`src/design/rsmp_pkg.sv`:
```
`timescale 1ns / 1ps
package rsmp_pkg;

   localparam int COORD_BITS = 32;
   localparam int ARC_W      = 48;
   localparam int WIDE_W     = 81;               // holds |D| * rem and the dividend
   localparam int REM_W      = ARC_W + 2;
   localparam int NP_W       = 7;
   localparam int STEP_W     = 7;
   localparam int PADDR_W    = 3;
   localparam int PDATA_W    = 32;

   localparam logic [STEP_W-1:0] MUL_STEPS  = STEP_W'(ARC_W);
   localparam logic [STEP_W-1:0] DIV_STEPS  = STEP_W'(WIDE_W);
   localparam logic [STEP_W-1:0] SQRT_STEPS = STEP_W'(COORD_BITS + 1);
   localparam int SQRT_ALIGN = WIDE_W - 2 * (COORD_BITS + 1);

   localparam logic [NP_W-1:0] NP_MIN   = 7'd2;
   localparam logic [NP_W-1:0] NP_MAX   = 7'd64;
   localparam logic [NP_W-1:0] NP_RESET = 7'd4;

   localparam logic REG_NUM_POINTS = 1'b0;

   typedef enum logic [1:0] {
      ALU_MUL,
      ALU_DIV,
      ALU_SQRT
   } alu_op_type;

   typedef struct packed {
      logic       start;
      alu_op_type op;
      logic       accum;
   } alu_ctl_type;

   typedef struct packed {
      logic busy;
      logic done;
   } alu_sts_type;

   typedef logic [2:0][COORD_BITS-1:0] coord_vec_type;

   typedef struct packed {
      coord_vec_type    p;
      logic [ARC_W-1:0] arc;
   } rsmp_row_type;

   // |a - b| for two signed coordinates, one bit wider than a coordinate
   function automatic logic [COORD_BITS:0] abs_diff(input logic [COORD_BITS-1:0] a,
                                                    input logic [COORD_BITS-1:0] b);
      logic [COORD_BITS:0] d;
      d = {a[COORD_BITS-1], a} - {b[COORD_BITS-1], b};
      abs_diff = d[COORD_BITS] ? (~d + 1'b1) : d;
   endfunction

endpackage

```
`src/design/rsmp_alu.sv`:
```
`timescale 1ns / 1ps
module rsmp_alu import rsmp_pkg::*; (
   input  logic              clock,
   input  logic              reset,
   input  alu_ctl_type       ctl,
   input  logic [WIDE_W-1:0] opa,
   input  logic [ARC_W-1:0]  opb,
   output alu_sts_type       sts,
   output logic [WIDE_W-1:0] result
);

   logic              busy_ff, busy_in;
   logic              done_ff, done_in;
   alu_op_type        op_ff, op_in;
   logic [STEP_W-1:0] steps_ff, steps_in;
   logic [WIDE_W-1:0] n_ff, n_in;
   logic [ARC_W-1:0]  b_ff, b_in;
   logic [WIDE_W-1:0] acc_ff, acc_in;
   logic [REM_W-1:0]  rem_ff, rem_in;

   logic [REM_W-1:0]  minuend, subtrahend, diff;
   logic              ge;
   logic [WIDE_W-1:0] mul_sum;

   // one shared compare/subtract serves restoring division and square root
   always_comb begin
      if (op_ff == ALU_DIV) begin
         minuend    = {rem_ff[REM_W-2:0], n_ff[WIDE_W-1]};
         subtrahend = {2'b00, b_ff};
      end else begin
         minuend    = {rem_ff[REM_W-3:0], n_ff[WIDE_W-1:WIDE_W-2]};
         subtrahend = {acc_ff[ARC_W-1:0], 2'b01};
      end
      ge      = minuend >= subtrahend;
      diff    = minuend - subtrahend;
      mul_sum = acc_ff + (b_ff[0] ? n_ff : '0);
   end

   always_comb begin
      busy_in  = busy_ff;
      done_in  = 1'b0;
      op_in    = op_ff;
      steps_in = steps_ff;
      n_in     = n_ff;
      b_in     = b_ff;
      acc_in   = acc_ff;
      rem_in   = rem_ff;
      if (ctl.start && !busy_ff) begin
         op_in   = ctl.op;
         busy_in = 1'b1;
         rem_in  = '0;
         b_in    = opb;
         case (ctl.op)
            ALU_MUL: begin
               n_in     = opa;
               acc_in   = ctl.accum ? acc_ff : '0;
               steps_in = MUL_STEPS;
            end
            ALU_DIV: begin
               n_in     = opa;
               acc_in   = '0;
               steps_in = DIV_STEPS;
            end
            ALU_SQRT: begin
               n_in     = opa << SQRT_ALIGN;
               acc_in   = '0;
               steps_in = SQRT_STEPS;
            end
            default: begin
               busy_in = 1'b0;
            end
         endcase
      end else if (busy_ff) begin
         case (op_ff)
            ALU_MUL: begin
               acc_in = mul_sum;
               n_in   = n_ff << 1;
               b_in   = b_ff >> 1;
            end
            ALU_DIV: begin
               rem_in = ge ? diff : minuend;
               acc_in = {acc_ff[WIDE_W-2:0], ge};
               n_in   = n_ff << 1;
            end
            ALU_SQRT: begin
               rem_in = ge ? diff : minuend;
               acc_in = {acc_ff[WIDE_W-2:0], ge};
               n_in   = n_ff << 2;
            end
            default: begin
               acc_in = acc_ff;
            end
         endcase
         steps_in = steps_ff - 1'b1;
         if (steps_ff == STEP_W'(1)) begin
            busy_in = 1'b0;
            done_in = 1'b1;
         end
      end
   end

   always_ff @(posedge clock) begin
      op_ff    <= op_in;
      steps_ff <= steps_in;
      n_ff     <= n_in;
      b_ff     <= b_in;
      acc_ff   <= acc_in;
      rem_ff   <= rem_in;
      if (reset) begin
         busy_ff <= 1'b0;
         done_ff <= 1'b0;
      end else begin
         busy_ff <= busy_in;
         done_ff <= done_in;
      end
   end

   assign sts.busy = busy_ff;
   assign sts.done = done_ff;
   assign result   = acc_ff;

endmodule

```
`config.mk`:
```
export PLATFORM = sky130hd
export DESIGN_NAME = rsmp_alu
export DESIGN_NICKNAME = d
export VERILOG_FILES = /design/src/design/rsmp_pkg.sv /design/src/design/rsmp_alu.sv
export SDC_FILE = /design/constraint.sdc
export NUM_CORES = 1
export LEC_CHECK = 0
export CAP_MARGIN = 15
export CORE_MARGIN = 4
export CORE_UTILIZATION = 55
export DETAILED_ROUTE_END_ITERATION = 7
export DONT_BUFFER_PORTS = 1
export HOLD_SLACK_MARGIN = 0.12
export MAX_ROUTING_LAYER = met4
export PLACE_DENSITY = 0.71
export SYNTH_ARGS = -nofsm -noshare
export SYNTH_HDL_FRONTEND = slang
export SYNTH_SLANG_ARGS = --single-unit
```
`constraint.sdc`:
```
create_clock -name clock -period 11.2 [get_ports clock]
set_input_delay 1.12 -clock clock [delete_from_list [all_inputs] [get_ports clock]]
set_output_delay 1.12 -clock clock [all_outputs]
set_load 0.02 [all_outputs]
```
==> reports/results.txt <==
Largest net degree at the start of global routing: 121
Final nets: 2735
R2r worst-path depth: 19
P_leak: 9.281 nW
Synth Net Count: 2868
Die area: 0.04387 mm^2
Post-synth ARST share: 0%
Yosys Warn Count: 0
Share of post-route cells with drive strength above 1: 6.167%
RSZ-0062 raised after global routing: false
WS Path Type: flip-flop to flip-flop
Max-cap viol count: 0
Synth Instances: 2589
Cell area after layout: 0.02352 mm^2
Worst slew pin tran: 1149 ps
Clk_skew: 23.18 ps
Unique masters post-synth: 80
Crit-path slowest cell: buf_4
Die width: 209.5 um
Synth Cell Area: 0.02232 mm^2
Post-Synth Adder-Cell Area: 8.139%
Via count: 19150
Post-CTS Setup Repair Bufs: 0
Post-synth EDFFs: 219
Residual DRC count: 0
Grt ovf: 0
Max Clk Rate: 168.0 MHz
Critical path's largest stage delay: 630 ps
Clock Sink Count: 270
WP buf/inv: 4
Iteration-0 DRC count of the detailed router: 1652
Core Region: 0.03991 mm^2
Hold Crit Class: flip-flop to flip-flop
Final hold violation count: 0
CP startpoint kind: flip-flop
Slew Viols, Final: 0
Initial antenna violation count: 3
Hold_ws: 486.0 ps
CP top delay family: buffers and inverters
Global-route wire length before repair: 104300 um
CP Data Required Time: 11600 ps
Worst-Skew Late Latency: 550 ps
Post-DP HPWL: 50800 um
Final setup fails: 0
Root Buffer: clkbuf_16
Initial core utilization: 55.92%
ANT nets after route: 0
PD cells: 178.9 mW/mm^2
Crit. End Element: flip-flop
TritonCTS buffer count: 34
XOR/XNOR Fraction of Synth Area: 4.709%
Top_reg_cell synth: edfxtp_1
IO Pins: 218
Vias in the first global route: 18090
Peak supply drop: 0.1214 mV
First-pass iteration count of the detailed router: 5
Wirelength, routed: 68040 um
#FFs+latches synth: 270
Compound-Gate Fraction of Synth Area: 21.01%
Critical Path, Cell by Cell: inv_1, ha_2, buf_4, mux2i_1, ha_1, inv_1, fa_1, a21oi_1, o211ai_1, a221oi_2, o21ai_2, or3_1, and3_4, nor2_4, a21o_2, buf_4, mux2_2, mux2i_1, nor2_1
Worst rel slew slack: 23.38%
TritonCTS clock tree: done
Register area: 0.007597 mm^2
Post-CTS Hold Buffers: 0
Post-synthesis simple-gate area fraction: 18.92%
Worst path depth: 19
Part of the cycle the worst path needs: 53.13%
CTS HTree Levels: 2
GRT Util Overall: 30.55%
GP Congestion: 0.9776
Largest family of logic cells by synthesized area: compound AO/OA/AOI/OAI gates
Clock buffer depth: 3
Post-synthesis mux area share: 9.165%
Status: complete, no violations
Hold path depth: 2
Cell Rows: 73
Post-CTS Resized: 0
Worst-path maximum fanout: 64
Area grow syn2layout: 5.387%
Input/output buffers: 0
Drt wl/cell: 22.63 um
Final TNS setup: 0 ps
DP Area: 0.02244 mm^2
Die Span Y: 209.5 um
Worst-path clk slew: 60 ps
Min Tclk post-route: 5951 ps
Avg Inst Size Synth: 8.622 um^2
Final core utilization: 58.94%
Seq/Total Area, Yosys: 34.04%
Layout fillers: 3539
Crit path DAT: 6350 ps
Multi-input logic area: 0.01390 mm^2
Via-to-Cell Ratio: 6.368
-- tightest hold or removal path: cells and delay by family (launching register included) --
family / cells / cell delay, ps
AOI/OAI and AO/OA: 1 / 50
DFF: 1 / 330
and+or+nand+nor: 1 / 60
-- cell usage after synthesis (7+ instances only) --
cell      count  area, um^2
nor2_1      186       698.2
nor3_1       54       270.3
a31oi_1      13       81.33
xnor2_1      79       691.9
a21o_1       65       488.0
or3_1        10       62.56
nand3_1      30       150.1
o21ai_1       8       40.04
clkbuf_1    151       566.8
nor2b_1      80       500.5
xor2_1       41       359.1
o21ai_0     118       590.6
o31ai_1      12       90.09
o211a_1       8       80.08
a211oi_1    107       803.3
buf_2        13       65.06
o21bai_1     31       232.7
a21boi_0      7       52.55
mux2_2       51       574.3
nand4_1      47       294.0
and3_1        8       50.05
mux2i_1     147        1471
nand2_1     319        1197
edfxtp_1    219        6576
ha_1        142        1777
inv_1        42       157.7
buf_1        12       45.04
a21oi_1     294        1471
dfxtp_1      51        1021
nand2b_1     18       112.6
o21a_1       13       97.59
nand3b_1     18       135.1
o211ai_1      7       52.55
and2_1       91       569.3
-- sequential cells by signal, indices dropped and copies added (netlist names) --
| register | count |
|---|---|
| done_ff | 1 |
| op_ff | 2 |
| result | 81 |
| steps_ff | 7 |
| rem_ff | 49 |
| b_ff | 48 |
| busy_ff | 1 |
| n_ff | 81 |
-- per-layer routing --
metal | vias up | track usage, % | routed length, um
li1 | 9202 | - | -
met1 | 9097 | 43.55 | 30710
met2 | 760 | 44.55 | 29240
met3 | 91 | 6.921 | 6508
met4 | 0 | 7.246 | 1576
met5 | - | - | 0
-- cells by family after synthesis --
| family | count (synthesis) |
|---|---|
| AO/OA/AOI/OAI | 746 |
| XOR/XNOR | 120 |
| adder cells (fa/ha/maj) | 144 |
| buffers and inverters | 226 |
| flip-flops | 270 |
| multiplexers | 198 |
| AND/OR/NAND/NOR | 885 |
-- final cells by class --
type / count / area share (%)
Timing Repair Buffer: 15 / 0.4787
Clock inverter: 22 / 0.8244
Inverter: 42 / 0.7021
Tap cell: 525 / 2.792
Multi-Input combinational cell: 2093 / 59.11
Antenna cell: 1 / 0.01064
Sequential cell: 270 / 32.30
Clock buffer: 39 / 3.787
-- per-stage QoR --
step | setup WS [ps] | total power, mW | cells
4_1_cts | 5316 | 4.197 | 3006
2_1_floorplan | 3155 | 2.695 | 2589
3_3_place_gp | 5459 | 3.073 | 2945
5_1_grt | 4929 | 4.452 | 3006
6_report | 5249 | 4.209 | 3007
3_5_place_dp | 5338 | 3.096 | 2945
-- power by group --
part           switching (mW)  internal (mW)
Clock                   0.451          0.642
Combinational           0.971          0.619
Sequential              0.245           1.28
Total                    1.67           2.54
-- path summary, 6_finish.rpt --
| kind | startpoint | slack, ps | end |
|---|---|---|---|
| min | rem_ff[0]$_SDFFE_PP0P_ | 490 | rem_ff[0]$_SDFFE_PP0P_ |
| min reg2reg | rem_ff[0]$_SDFFE_PP0P_ | 490 | rem_ff[0]$_SDFFE_PP0P_ |
| max | op_ff[1]$_DFFE_PP_ | 5250 | rem_ff[1]$_SDFFE_PP0P_ |
| max reg2reg | op_ff[1]$_DFFE_PP_ | 5250 | rem_ff[1]$_SDFFE_PP0P_ |
-- layout by cell type (no fill, tap or decap), types with 7 or more instances in the layout --
cell / instances
clkbuf_16: 35
o31ai_1: 12
a21boi_0: 7
nand2b_1: 17
buf_4: 15
ha_1: 137
nand2_1: 318
and2_1: 90
o21ai_0: 117
mux2_2: 51
a31oi_1: 13
a211oi_1: 107
o211ai_1: 7
nand3_1: 30
edfxtp_1: 219
o21a_1: 13
nor2b_1: 80
dfxtp_1: 51
or3_1: 10
inv_1: 40
a21oi_1: 294
o21bai_1: 31
and3_1: 8
nand3b_1: 18
nand4_1: 47
xnor2_1: 79
o21ai_1: 8
mux2i_1: 147
xor2_1: 41
nor2_1: 186
clkinv_2: 8
o211a_1: 8
a21o_1: 64
nor3_1: 54
Note: power is estimated with default switching activity, not from simulation.
